`src/hdl/keyword_operator_lexer_unit_assert.svh`:
```
// ----------------------------------------------------------------------------
// Keyword operator lexer assertion macros
// Shared clocked assertion forms used by the lexer modules.
// ----------------------------------------------------------------------------
`ifndef KEYWORD_OPERATOR_LEXER_UNIT_ASSERT_SVH
`define KEYWORD_OPERATOR_LEXER_UNIT_ASSERT_SVH

// Property checked on every rising clock edge outside of reset.
`define KOL_ASSERT_CLK(lbl, prop) \
  lbl: assert property (@(posedge clk) disable iff (!rst_n) prop) \
    else $error("%m: lexer check failed");

// Condition that must never be true outside of reset.
`define KOL_ASSERT_NEVER(lbl, cond) \
  `KOL_ASSERT_CLK(lbl, !(cond))

`endif

```
`src/hdl/kol_pkg.sv`:
```
// ----------------------------------------------------------------------------
// Keyword operator lexer package
// Token class codes, character codes, keyword table and result types.
// ----------------------------------------------------------------------------
package kol_pkg;

  localparam int LINE_MAX_DEF = 4096;
  localparam int NUM_BITS_DEF = 32;
  localparam int RQ_DEPTH     = 4;
  localparam int WORD_KEEP    = 5;

  // Token class codes.
  localparam logic [4:0] CLS_HASH          = 5'd0;
  localparam logic [4:0] CLS_BEGIN         = 5'd1;
  localparam logic [4:0] CLS_IF            = 5'd2;
  localparam logic [4:0] CLS_THEN          = 5'd3;
  localparam logic [4:0] CLS_WHILE         = 5'd4;
  localparam logic [4:0] CLS_DO            = 5'd5;
  localparam logic [4:0] CLS_END           = 5'd6;
  localparam logic [4:0] CLS_IDENT         = 5'd10;
  localparam logic [4:0] CLS_NUMBER        = 5'd11;
  localparam logic [4:0] CLS_PLUS          = 5'd13;
  localparam logic [4:0] CLS_MINUS         = 5'd14;
  localparam logic [4:0] CLS_STAR          = 5'd15;
  localparam logic [4:0] CLS_SLASH         = 5'd16;
  localparam logic [4:0] CLS_COLON         = 5'd17;
  localparam logic [4:0] CLS_ASSIGN        = 5'd18;
  localparam logic [4:0] CLS_LESS          = 5'd20;
  localparam logic [4:0] CLS_NOT_EQUAL     = 5'd21;
  localparam logic [4:0] CLS_LESS_EQUAL    = 5'd22;
  localparam logic [4:0] CLS_GREATER       = 5'd23;
  localparam logic [4:0] CLS_GREATER_EQUAL = 5'd24;
  localparam logic [4:0] CLS_EQUAL         = 5'd25;
  localparam logic [4:0] CLS_SEMI          = 5'd26;
  localparam logic [4:0] CLS_LPAREN        = 5'd27;
  localparam logic [4:0] CLS_RPAREN        = 5'd28;
  localparam logic [4:0] CLS_UNKNOWN       = 5'd29;

  // Character codes.
  localparam logic [7:0] CH_SPACE   = 8'h20;
  localparam logic [7:0] CH_HASH    = 8'h23;
  localparam logic [7:0] CH_LPAREN  = 8'h28;
  localparam logic [7:0] CH_RPAREN  = 8'h29;
  localparam logic [7:0] CH_STAR    = 8'h2A;
  localparam logic [7:0] CH_PLUS    = 8'h2B;
  localparam logic [7:0] CH_MINUS   = 8'h2D;
  localparam logic [7:0] CH_SLASH   = 8'h2F;
  localparam logic [7:0] CH_ZERO    = 8'h30;
  localparam logic [7:0] CH_NINE    = 8'h39;
  localparam logic [7:0] CH_COLON   = 8'h3A;
  localparam logic [7:0] CH_SEMI    = 8'h3B;
  localparam logic [7:0] CH_LESS    = 8'h3C;
  localparam logic [7:0] CH_EQUAL   = 8'h3D;
  localparam logic [7:0] CH_GREATER = 8'h3E;
  localparam logic [7:0] CH_LOW_A   = 8'h61;
  localparam logic [7:0] CH_LOW_Z   = 8'h7A;

  // Keywords packed as right-aligned byte strings.
  localparam logic [39:0] KW_BEGIN = 40'h62_65_67_69_6E;
  localparam logic [39:0] KW_IF    = 40'h00_00_00_69_66;
  localparam logic [39:0] KW_THEN  = 40'h00_74_68_65_6E;
  localparam logic [39:0] KW_WHILE = 40'h77_68_69_6C_65;
  localparam logic [39:0] KW_DO    = 40'h00_00_00_64_6F;
  localparam logic [39:0] KW_END   = 40'h00_00_65_6E_64;

  typedef enum logic [5:0] {
    K_NONE    = 6'b000001,
    K_WORD    = 6'b000010,
    K_NUM     = 6'b000100,
    K_COLON   = 6'b001000,
    K_LESS    = 6'b010000,
    K_GREATER = 6'b100000
  } kind_t;

  typedef struct packed {
    logic [4:0]  cls;
    logic [11:0] start;
    logic [12:0] len;
    logic [31:0] value;
    logic        last;
  } res_t;

  typedef struct packed {
    logic [1:0] cnt;
    res_t       first;
    res_t       second;
  } rq_push_t;

  function automatic logic [4:0] word_class(logic [39:0] prefix, logic [2:0] len3);
    logic [4:0] cls;
    cls = CLS_IDENT;
    if (len3 == 3'd5 && prefix == KW_BEGIN) begin
      cls = CLS_BEGIN;
    end else if (len3 == 3'd2 && prefix == KW_IF) begin
      cls = CLS_IF;
    end else if (len3 == 3'd4 && prefix == KW_THEN) begin
      cls = CLS_THEN;
    end else if (len3 == 3'd5 && prefix == KW_WHILE) begin
      cls = CLS_WHILE;
    end else if (len3 == 3'd2 && prefix == KW_DO) begin
      cls = CLS_DO;
    end else if (len3 == 3'd3 && prefix == KW_END) begin
      cls = CLS_END;
    end
    return cls;
  endfunction

  function automatic logic [4:0] single_class(logic [7:0] c);
    logic [4:0] cls;
    case (c)
      CH_HASH:   cls = CLS_HASH;
      CH_PLUS:   cls = CLS_PLUS;
      CH_MINUS:  cls = CLS_MINUS;
      CH_STAR:   cls = CLS_STAR;
      CH_SLASH:  cls = CLS_SLASH;
      CH_EQUAL:  cls = CLS_EQUAL;
      CH_SEMI:   cls = CLS_SEMI;
      CH_LPAREN: cls = CLS_LPAREN;
      CH_RPAREN: cls = CLS_RPAREN;
      default:   cls = CLS_UNKNOWN;
    endcase
    return cls;
  endfunction

endpackage

```
`src/hdl/keyword_operator_lexer_unit.sv`:
```
// ----------------------------------------------------------------------------
// Keyword operator lexer
// Streaming tokenizer for keywords, identifiers, numbers and operators.
// ----------------------------------------------------------------------------
// The input channel carries one character per transaction, with a flag on
// the last character of a line. The output channel carries one token per
// transaction: class, start position, length, number value and a flag on
// the last token produced by a given character. A character yields zero,
// one or two tokens.
// One character is accepted per cycle while in_ready is high. The lexer
// state is updated in the cycle of acceptance and the tokens are written
// into a four-entry result queue, whose registered head drives the output.
// in_ready is high while the queue holds at most two tokens. A stalled
// receiver lets the queue fill, and once three or more tokens wait the
// input is held off until the receiver drains it. The output drains at one
// token per cycle while out_ready is high.
// A synchronous active-low reset empties the queue, drops any pending
// token and sets the character position to zero.
// ----------------------------------------------------------------------------
module keyword_operator_lexer_unit #(
  parameter int LINE_MAX = kol_pkg::LINE_MAX_DEF,
  parameter int NUM_BITS = kol_pkg::NUM_BITS_DEF
) (
  input  logic        clk,
  input  logic        rst_n,
  input  logic        in_valid,
  output logic        in_ready,
  input  logic [7:0]  in_char_in,
  input  logic        in_end_of_line,
  output logic        out_valid,
  input  logic        out_ready,
  output logic [4:0]  out_token_class,
  output logic [11:0] out_token_start,
  output logic [12:0] out_token_length,
  output logic [31:0] out_number_value,
  output logic        out_last_of_run
);

  localparam int POS_W = $clog2(LINE_MAX);
  localparam int LEN_W = $clog2(LINE_MAX + 1);

  kol_pkg::kind_t      kind_r, kind_nxt, step_kind;
  logic [39:0]         prefix_r, prefix_nxt;
  logic [NUM_BITS-1:0] acc_r, acc_nxt;
  logic [POS_W-1:0]    begin_r, begin_nxt;
  logic [LEN_W-1:0]    len_r, len_nxt, len_grow;
  logic [POS_W-1:0]    pos_r, pos_nxt;

  logic                in_fire;
  logic                is_letter, is_digit;
  logic [3:0]          digit;
  logic [NUM_BITS+3:0] acc_prod;
  logic [NUM_BITS-1:0] acc_added;
  logic [4:0]          pair_cls;
  logic                old_pending;
  logic                a_vld, b_vld, single_vld;
  kol_pkg::res_t       old_tok, new_tok, pair_tok, single_tok, res_a, res_b;
  kol_pkg::rq_push_t   push;
  kol_pkg::res_t       head;
  logic                room2;

  function automatic kol_pkg::res_t make_tok(kol_pkg::kind_t kind, logic [39:0] prefix,
                                             logic [NUM_BITS-1:0] acc,
                                             logic [POS_W-1:0] start,
                                             logic [LEN_W-1:0] len);
    kol_pkg::res_t t;
    logic [31:0]   start_w;
    logic [31:0]   len_w;
    logic [63:0]   acc_w;
    logic [2:0]    len3;
    start_w = 32'(start);
    len_w   = 32'(len);
    acc_w   = 64'(acc);
    len3    = (len_w < 32'd8) ? len_w[2:0] : 3'd0;
    t       = '0;
    t.start = start_w[11:0];
    t.len   = len_w[12:0];
    case (kind)
      kol_pkg::K_WORD: begin
        t.cls = kol_pkg::word_class(prefix, len3);
      end
      kol_pkg::K_NUM: begin
        t.cls   = kol_pkg::CLS_NUMBER;
        t.value = acc_w[31:0];
      end
      kol_pkg::K_COLON:   t.cls = kol_pkg::CLS_COLON;
      kol_pkg::K_LESS:    t.cls = kol_pkg::CLS_LESS;
      kol_pkg::K_GREATER: t.cls = kol_pkg::CLS_GREATER;
      default:            t.cls = kol_pkg::CLS_UNKNOWN;
    endcase
    return t;
  endfunction

  assign in_fire   = in_valid && in_ready;
  assign in_ready  = room2;
  assign is_letter = (in_char_in >= kol_pkg::CH_LOW_A) && (in_char_in <= kol_pkg::CH_LOW_Z);
  assign is_digit  = (in_char_in >= kol_pkg::CH_ZERO) && (in_char_in <= kol_pkg::CH_NINE);
  assign digit     = 4'(in_char_in - kol_pkg::CH_ZERO);
  assign len_grow  = (len_r < LEN_W'(LINE_MAX)) ? len_r + LEN_W'(1) : len_r;

  // Saturating decimal accumulate: acc * 10 + digit.
  always_comb begin
    acc_prod  = ({4'd0, acc_r} << 3) + ({4'd0, acc_r} << 1) + (NUM_BITS + 4)'(digit);
    acc_added = (acc_prod[NUM_BITS+3:NUM_BITS] != 4'd0) ? '1 : acc_prod[NUM_BITS-1:0];
  end

  always_comb begin
    pair_cls = 5'd0;
    if (kind_r == kol_pkg::K_COLON && in_char_in == kol_pkg::CH_EQUAL) begin
      pair_cls = kol_pkg::CLS_ASSIGN;
    end else if (kind_r == kol_pkg::K_LESS && in_char_in == kol_pkg::CH_GREATER) begin
      pair_cls = kol_pkg::CLS_NOT_EQUAL;
    end else if (kind_r == kol_pkg::K_LESS && in_char_in == kol_pkg::CH_EQUAL) begin
      pair_cls = kol_pkg::CLS_LESS_EQUAL;
    end else if (kind_r == kol_pkg::K_GREATER && in_char_in == kol_pkg::CH_EQUAL) begin
      pair_cls = kol_pkg::CLS_GREATER_EQUAL;
    end
  end

  assign old_pending = (kind_r != kol_pkg::K_NONE);
  assign old_tok     = make_tok(kind_r, prefix_r, acc_r, begin_r, len_r);

  always_comb begin
    pair_tok       = '0;
    pair_tok.cls   = pair_cls;
    pair_tok.start = 12'(32'(begin_r));
    pair_tok.len   = 13'd2;
    single_tok       = '0;
    single_tok.cls   = kol_pkg::single_class(in_char_in);
    single_tok.start = 12'(32'(pos_r));
    single_tok.len   = 13'd1;
  end

  // Per-character state update before the end-of-line flush.
  always_comb begin
    step_kind  = kind_r;
    prefix_nxt = prefix_r;
    acc_nxt    = acc_r;
    begin_nxt  = begin_r;
    len_nxt    = len_r;
    a_vld      = 1'b0;
    single_vld = 1'b0;
    if (pair_cls != 5'd0) begin
      a_vld     = 1'b1;
      step_kind = kol_pkg::K_NONE;
    end else if (is_letter || (is_digit && kind_r == kol_pkg::K_WORD)) begin
      if (kind_r != kol_pkg::K_WORD) begin
        a_vld      = old_pending;
        step_kind  = kol_pkg::K_WORD;
        begin_nxt  = pos_r;
        len_nxt    = LEN_W'(1);
        prefix_nxt = 40'(in_char_in);
        acc_nxt    = '0;
      end else begin
        if (len_r < LEN_W'(kol_pkg::WORD_KEEP)) begin
          prefix_nxt = {prefix_r[31:0], in_char_in};
        end
        len_nxt = len_grow;
      end
    end else if (is_digit) begin
      if (kind_r != kol_pkg::K_NUM) begin
        a_vld      = old_pending;
        step_kind  = kol_pkg::K_NUM;
        begin_nxt  = pos_r;
        len_nxt    = LEN_W'(1);
        prefix_nxt = '0;
        acc_nxt    = NUM_BITS'(digit);
      end else begin
        len_nxt = len_grow;
        acc_nxt = acc_added;
      end
    end else if (in_char_in == kol_pkg::CH_SPACE) begin
      a_vld     = old_pending;
      step_kind = kol_pkg::K_NONE;
    end else if (in_char_in == kol_pkg::CH_COLON || in_char_in == kol_pkg::CH_LESS ||
                 in_char_in == kol_pkg::CH_GREATER) begin
      a_vld      = old_pending;
      begin_nxt  = pos_r;
      len_nxt    = LEN_W'(1);
      prefix_nxt = '0;
      acc_nxt    = '0;
      if (in_char_in == kol_pkg::CH_COLON) begin
        step_kind = kol_pkg::K_COLON;
      end else if (in_char_in == kol_pkg::CH_LESS) begin
        step_kind = kol_pkg::K_LESS;
      end else begin
        step_kind = kol_pkg::K_GREATER;
      end
    end else begin
      a_vld      = old_pending;
      single_vld = 1'b1;
      step_kind  = kol_pkg::K_NONE;
    end
  end

  assign new_tok = make_tok(step_kind, prefix_nxt, acc_nxt, begin_nxt, len_nxt);

  // End of line flushes pending work; position wraps there and at LINE_MAX.
  always_comb begin
    kind_nxt = step_kind;
    b_vld    = single_vld;
    res_b    = single_tok;
    res_a    = (pair_cls != 5'd0) ? pair_tok : old_tok;
    if (in_end_of_line && step_kind != kol_pkg::K_NONE) begin
      b_vld    = 1'b1;
      res_b    = new_tok;
      kind_nxt = kol_pkg::K_NONE;
    end
    res_a.last = !b_vld;
    res_b.last = 1'b1;
    if (in_end_of_line || pos_r == POS_W'(LINE_MAX - 1)) begin
      pos_nxt = '0;
    end else begin
      pos_nxt = pos_r + POS_W'(1);
    end
  end

  always_comb begin
    push.first  = a_vld ? res_a : res_b;
    push.second = res_b;
    push.cnt    = in_fire ? (2'(a_vld) + 2'(b_vld)) : 2'd0;
  end

  always_ff @(posedge clk) begin
    if (!rst_n) begin
      kind_r   <= kol_pkg::K_NONE;
      prefix_r <= '0;
      acc_r    <= '0;
      begin_r  <= '0;
      len_r    <= '0;
      pos_r    <= '0;
    end else if (in_fire) begin
      kind_r   <= kind_nxt;
      prefix_r <= prefix_nxt;
      acc_r    <= acc_nxt;
      begin_r  <= begin_nxt;
      len_r    <= len_nxt;
      pos_r    <= pos_nxt;
    end
  end

  kol_result_queue u_result_queue (
    .clk         (clk),
    .rst_n       (rst_n),
    .push_i      (push),
    .room2_o     (room2),
    .out_valid_o (out_valid),
    .out_ready_i (out_ready),
    .head_o      (head)
  );

  assign out_token_class  = head.cls;
  assign out_token_start  = head.start;
  assign out_token_length = head.len;
  assign out_number_value = head.value;
  assign out_last_of_run  = head.last;

  `include "keyword_operator_lexer_unit_assert.svh"

  `KOL_ASSERT_CLK(a_eol_clears, (in_fire && in_end_of_line) |=> (kind_r == kol_pkg::K_NONE && pos_r == '0))
  `KOL_ASSERT_NEVER(a_pending_len, (kind_r != kol_pkg::K_NONE) && (len_r == '0))
  `KOL_ASSERT_CLK(a_pair_done, (in_fire && pair_cls != 5'd0) |=> (kind_r == kol_pkg::K_NONE))

endmodule

```
`src/hdl/kol_result_queue.sv`:
```
// ----------------------------------------------------------------------------
// Keyword operator lexer result queue
// Small queue taking up to two tokens per cycle, giving one per ready cycle.
// ----------------------------------------------------------------------------
module kol_result_queue (
  input  logic              clk,
  input  logic              rst_n,
  input  kol_pkg::rq_push_t push_i,
  output logic              room2_o,
  output logic              out_valid_o,
  input  logic              out_ready_i,
  output kol_pkg::res_t     head_o
);

  localparam int PTR_W = $clog2(kol_pkg::RQ_DEPTH);
  localparam int CNT_W = $clog2(kol_pkg::RQ_DEPTH + 1);

  kol_pkg::res_t    mem_r [kol_pkg::RQ_DEPTH];
  logic [PTR_W-1:0] wr_ptr_r, wr_ptr_nxt;
  logic [PTR_W-1:0] rd_ptr_r, rd_ptr_nxt;
  logic [CNT_W-1:0] count_r, count_nxt;
  logic             pop;

  assign out_valid_o = (count_r != '0);
  assign head_o      = mem_r[rd_ptr_r];
  assign room2_o     = (count_r <= CNT_W'(kol_pkg::RQ_DEPTH - 2));
  assign pop         = out_valid_o && out_ready_i;

  always_comb begin
    wr_ptr_nxt = wr_ptr_r + PTR_W'(push_i.cnt);
    rd_ptr_nxt = rd_ptr_r + PTR_W'(pop);
    count_nxt  = count_r + CNT_W'(push_i.cnt) - CNT_W'(pop);
  end

  always_ff @(posedge clk) begin
    if (!rst_n) begin
      wr_ptr_r <= '0;
      rd_ptr_r <= '0;
      count_r  <= '0;
    end else begin
      wr_ptr_r <= wr_ptr_nxt;
      rd_ptr_r <= rd_ptr_nxt;
      count_r  <= count_nxt;
    end
  end

  always_ff @(posedge clk) begin
    if (push_i.cnt != 2'd0) begin
      mem_r[wr_ptr_r] <= push_i.first;
    end
    if (push_i.cnt == 2'd2) begin
      mem_r[wr_ptr_r + PTR_W'(1)] <= push_i.second;
    end
  end

  `include "keyword_operator_lexer_unit_assert.svh"

  `KOL_ASSERT_NEVER(a_rq_overflow, count_r > CNT_W'(kol_pkg::RQ_DEPTH))
  `KOL_ASSERT_NEVER(a_rq_push_full, (push_i.cnt != 2'd0) && !room2_o)
  `KOL_ASSERT_CLK(a_rq_drain, (pop && count_r == CNT_W'(1) && push_i.cnt == 2'd0) |=> !out_valid_o)

endmodule
```
`config.mk`:
```
export PLATFORM = sky130hd
export DESIGN_NAME = keyword_operator_lexer_unit
export DESIGN_NICKNAME = d
export VERILOG_FILES = /design/src/hdl/kol_pkg.sv /design/src/hdl/keyword_operator_lexer_unit.sv /design/src/hdl/kol_result_queue.sv
export VERILOG_INCLUDE_DIRS = /design/src /design/src/hdl
export SDC_FILE = /design/constraint.sdc
export NUM_CORES = 1
export LEC_CHECK = 0
export ABC_AREA = 1
export BUFFER_PORTS_ARGS = -buffer_cell sky130_fd_sc_hd__clkbuf_2
export CAP_MARGIN = 20
export CORE_MARGIN = 1
export CORE_UTILIZATION = 55
export CTS_BUF_LIST = sky130_fd_sc_hd__clkbuf_8
export DETAILED_ROUTE_END_ITERATION = 10
export PLACE_DENSITY = 0.75
export SLEW_MARGIN = 20
export SYNTH_ARGS = -nofsm -noshare
export SYNTH_HDL_FRONTEND = slang
export SYNTH_SLANG_ARGS = --single-unit
```
`constraint.sdc`:
```
create_clock -name clk -period 13.35 [get_ports clk]
set_input_delay 1.335 -clock clk [delete_from_list [all_inputs] [get_ports clk]]
set_output_delay 1.335 -clock clk [all_outputs]
set_load 0.02 [all_outputs]
```
Yosys cells after proc, flatten, opt, wreduce, memory -nomap -nowiden
Memories as Yosys holds them, arrays and structs flattened. A register that Yosys moved wholly into a read port is not among the register bits.
Cells that the tools add are included.
- add/sub/neg operators: 11
- order comparisons: 9
- equal/unequal tests: 49
- mux-type cells: 85
- reductions and logical operators: 31
- operator list (kind ; count):
    $mux W32 ; 10
    $mux W40 ; 8
    $mux W63 ; 3
    $eq A40 B15 Y1 const B ; 4
    $eq A40 B39 Y1 const B ; 4
    $eq A8 B6 Y1 const B ; 13
    $mux W13 ; 8
    $mux W12 ; 8
    $eq A40 B23 Y1 const B ; 2
    $eq A40 B31 Y1 const B ; 2
    $mux W6 ; 10
    $pmux W5 S5 ; 2
    $mux W4 ; 12
    $pmux W5 S9 ; 1
    $add A35 B33 Y36 ; 1
    $add A36 B4 Y36 ; 1
    $lt A13 B4 Y1 const B ; 2
    $logic_and A1 B1 Y1 ; 22
    $mux W5 ; 4
    $mux W1 ; 15
    $add A13 B1 Y13 const B ; 1
    $lt A13 B13 Y1 const B ; 1
    $lt A13 B3 Y1 const B ; 1
    $add A12 B1 Y12 const B ; 1
    32 further kinds ; 49
- flip-flop bits (word level): 122
- bits in writable memories: 252
- input bits: 13
- output and inout bits: 65
- memories kept: 1
- memory list (memory ; words ; bits a word ; rd ports ; clocked after Yosys merged registers in ; wr ports ; RTL line ; text):
    u_result_queue.mem_r ; 4 ; 63 ; 1 ; 1 ; 2 ; kol_result_queue.sv:18 ; kol_pkg::res_t mem_r [kol_pkg::RQ_DEPTH];

Logic depth before layout (Yosys ltp)
- depth after elaboration: 21
- mapped depth: 27
- mapped depth without buffers: 26

By module
Synthesis repeated with hierarchy kept, for this count alone.
- cells, all modules: 3461
- area total of the unflattened synthesis: 24639.9 um2
- modules (own cells, without submodules) (module ; times used ; cells each ; area an instance (um2)):
    kol_result_queue ; 1 ; 1292 ; 12495.7
    keyword_operator_lexer_unit ; 1 ; 2169 ; 12144.1

Least setup slack after synthesis
No wires, ideal clock.
- kind: input to register
- start: input in_char_in[6]
- end: memory u_result_queue.mem_r[0][10] (netlist name) (enable)
- setup time: 0.422 ns
- data arrival time: 5.309 ns
- required time: 12.928 ns
- path slack: 7.618 ns
- cell stages on the path: 21
- cell sequence: inv_2 -> nand2_1 -> nor2_4 -> nand3_2 -> nand2_1 -> inv_2 -> nand3_4 -> nand2_4 -> nor2_2 -> inv_1 -> clkbuf_1 -> nand2_1 -> ha_1 -> inv_1 -> nor2_1 -> inv_1 -> nor2_1 -> inv_1 -> nor2_2 -> clkinv_1 -> nand2_1
- RTL lines (item ; RTL line ; text):
    start: declaration ; keyword_operator_lexer_unit.sv:28 ; input logic [7:0] in_char_in,
    end: declaration ; kol_result_queue.sv:18 ;

==> results.yml <==
yosys:
  synthCells: 3222
  synth_top_cell_by_area: "edfxtp_1"
  synth_nets: 3309
  netlist_area_um2: 23790
  synth_flop_cell: "edfxtp_1"
  ys_types: 59
  synth_top_area_frac: 0.3130
  synth.area.top_cells: "edfxtp_1 (31%), nand2_1 (12%), dfxtp_1 (11%)"
  ys_seq_area_frac: 0.4190
  ys_seq_elements: 374
  synth_common_cells: "nand2_1 (753), o21ai_0 (446), nor2_1 (331)"
  synth_area_per_cell_um2: 7.384
  ys.warnings.count: 0
  postSynth.asyncResetShare: 0
  synth.most_common_cell: "nand2_1"
  synth_edf_count: 248
floorplanning:
  die_h_um: 210.0
  rows: 75
  dieArea_um2: 44100
  fp.dieW_um: 210.0
  start_util: 0.5622
  io_pins: 78
  core_area_um2: 42320
worst_setup_path:
  startpoint: "in_char_in[3]"
  rr_worst_depth: 21
  arrival_ns: 6.70
  r2r_slack_ns: 7.05
  crit_fanout: 55
  r2r_end: "u_result_queue.mem_r[0][8]"
  reg2reg_from: "kind_r[5]"
  critPathCaptureType: "flip-flop"
  critPathKind: "in -> reg"
  startpoint_type: "primary input"
  cp.required_ns: 13.59
clock_network:
  holdBufCountCts: 0
  clk_path_buf_depth: 3
  root_buffer: "clkbuf_8"
  cts-resized-gates: 0
  clk_latency_ns: 0.64
  cts_sinks: 374
  clk_pin_slew_ns: 0.06
  cts_tree: "built"
  ctsHtreeMaxLevel: 3
  post_cts_buffers: 0
  cts_buffers: 66
global_routing:
  antenna_found_initial: 1
  grt.total_usage: 0.3480
  grt_pass1_vias: 21310
  grt_pass1_wl_um: 119400
  grt-ovfl-total: 0
  grt_max_degree: 78
sta:
  skew_ns: 0.04689
  tightestPinTransition_ns: 1.060
  slew_violations: 0
  finalSetupTns_ns: 0
  fin_ws_ns: 6.891
  setup_viol: 0
  fmax_ghz: 0.1548
  timing.final.hold_violations: 0
  relSlewSlack: 0.2916
  rsz0062_at_grt: "no"
  post-route-period-util: 0.4838
  period_needed_ns: 6.459
layout:
  area_growth_pct: 7.804
  diodes: 0
  finish.net_count: 3312
  final_area_um2: 25650
  stdcell_count: 3849
  layout-drive-gt1-share: 0.09260
power_and_ir_drop:
  power_density_nw_per_um2: 164.0
  p_total_mw: 4.206
  vdd_ir_drop_max_v: 0.00007975
  p_leak_nw: 10.53
status:
  status: "completed"
hold_path:
  hold_start: "prefix_r[7]"
  hp-class: "reg -> reg"
  hold_depth: 2
  hold_end: "prefix_r[7]"
flow_run:
  cap_viol_max_count: 0
detailed_routing:
  drt_iter0_markers: 2746
  drc: 0
  ant_nets: 0
  post_drt_wl_per_cell_um: 20.13
  first_pass_iters: 8
  vias: 23160
  wirelength_um: 77500
  viasPerCell: 6.018
placed_design:
  place_area_um2: 24420
  place.gp.congestion: 0.9880
  hpwl_um: 52310
  numPortBuffers: 77
  dp_slack_ns: 6.396
  place_inst: 3734
==> cell families (layout without fill, tap and decap cells) <==
group | after synthesis | in the layout | synth area share
AOI/OAI and AO/OA | 873 | 873 | 0.2005
buffers and inverters | 494 | 544 | 0.08156
muxes | 3 | 3 | 0.001262
DFF | 374 | 374 | 0.4190
adders and majority gates | 74 | 74 | 0.03986
and+or+nand+nor | 1365 | 1365 | 0.2434
xor gates and xnor gates | 39 | 39 | 0.01436
==> registers in the layout (all words and copies together), names as in the netlist <==
| name | cells |
|---|---|
| pos_r | 12 |
| prefix_r | 40 |
| len_r | 13 |
| acc_r | 32 |
| kind_r | 6 |
| u_result_queue.count_r | 3 |
| u_result_queue.rd_ptr_r | 2 |
| u_result_queue.mem_r | 252 |
| begin_r | 12 |
| u_result_queue.wr_ptr_r | 2 |
==> layer usage <==
metal	global-route usage	share of wire	routed length, µm	vias to the layer above
li1	-	-	-	10990
met1	0.4997	0.43	33080	10740
met2	0.5085	0.42	32870	1302
met3	0.09282	0.12	9603	131
met4	0.1143	0.025	1946	0
met5	0	0	0	-
==> power breakdown <==
group	switching, mW	internal (mW)	total (mW)
sequential	0.151	1.44	1.60
clock	0.494	0.519	1.01
combinational	1.15	0.445	1.60
==> worst max path at each step <==
stage,end,slack [ns],depth (start not counted)
after detailed placement,u_result_queue.mem_r[0][23],6.40,23
after floorplan,u_result_queue.mem_r[0][10],7.62,21
after global routing,u_result_queue.mem_r[0][8],6.53,23
after global placement,u_result_queue.mem_r[3][18],6.60,22
after CTS,u_result_queue.mem_r[0][8],7.02,23
final,u_result_queue.mem_r[0][8],6.89,23
==> cell usage in the layout (no fill, tap or decap), types with 11 or more instances in the layout <==
| master | count |
|---|---|
| o211ai_1 | 17 |
| nand3_1 | 116 |
| ha_1 | 71 |
| inv_1 | 328 |
| nor2_1 | 329 |
| edfxtp_1 | 248 |
| xor2_1 | 28 |
| buf_4 | 26 |
| nand2_2 | 40 |
| clkinv_1 | 12 |
| nand4_1 | 36 |
| nor4_1 | 20 |
| nor3_1 | 21 |
| o21ai_0 | 446 |
| xnor2_1 | 11 |
| a21oi_1 | 156 |
| nand2_1 | 745 |
| nor2_2 | 19 |
| clkbuf_8 | 76 |
| clkbuf_2 | 77 |
| o21ai_1 | 33 |
| o22ai_1 | 169 |
| inv_2 | 15 |
| dfxtp_1 | 124 |
==> area by class of cell <==
cell class | instances | area (µm²)
sequential | 374 | 9975
multi-input combinational | 2354 | 11920
timing repair buffer | 103 | 580.6
clock inverter | 39 | 172.7
tap | 577 | 721.9
inverter | 326 | 1230
clock buffer | 76 | 1046
fill | 3863 | 16670
==> worst max-delay path, stage by stage <==
cell and delay, ns:
clkbuf_2 0.14, nand2_1 0.14, inv_2 0.07, nand2_2 0.11, nor2_4 0.06, nand2_2 0.10
nand3_2 0.10, nor2_4 0.59, nand2_4 0.26, nor2_2 0.17, inv_1 0.24, nand2_1 0.17
ha_1 0.18, inv_1 0.04, nor2_1 0.34, inv_1 0.15, nor2_1 0.31, inv_1 0.09
nor2_2 0.36, clkinv_1 0.12, buf_4 0.35, nand2_2 0.61, buf_4 0.60
==> stage by stage <==
step | hold WS, ns | util
after global placement | 0.4546 | 0.5771
after detailed placement | 0.4592 | 0.5771
after global routing | 0.4858 | 0.6061
after floorplan | 0.4453 | -
final | 0.4669 | 0.6061
after CTS | 0.4679 | 0.6059
Power figures use the tool's default switching activity.
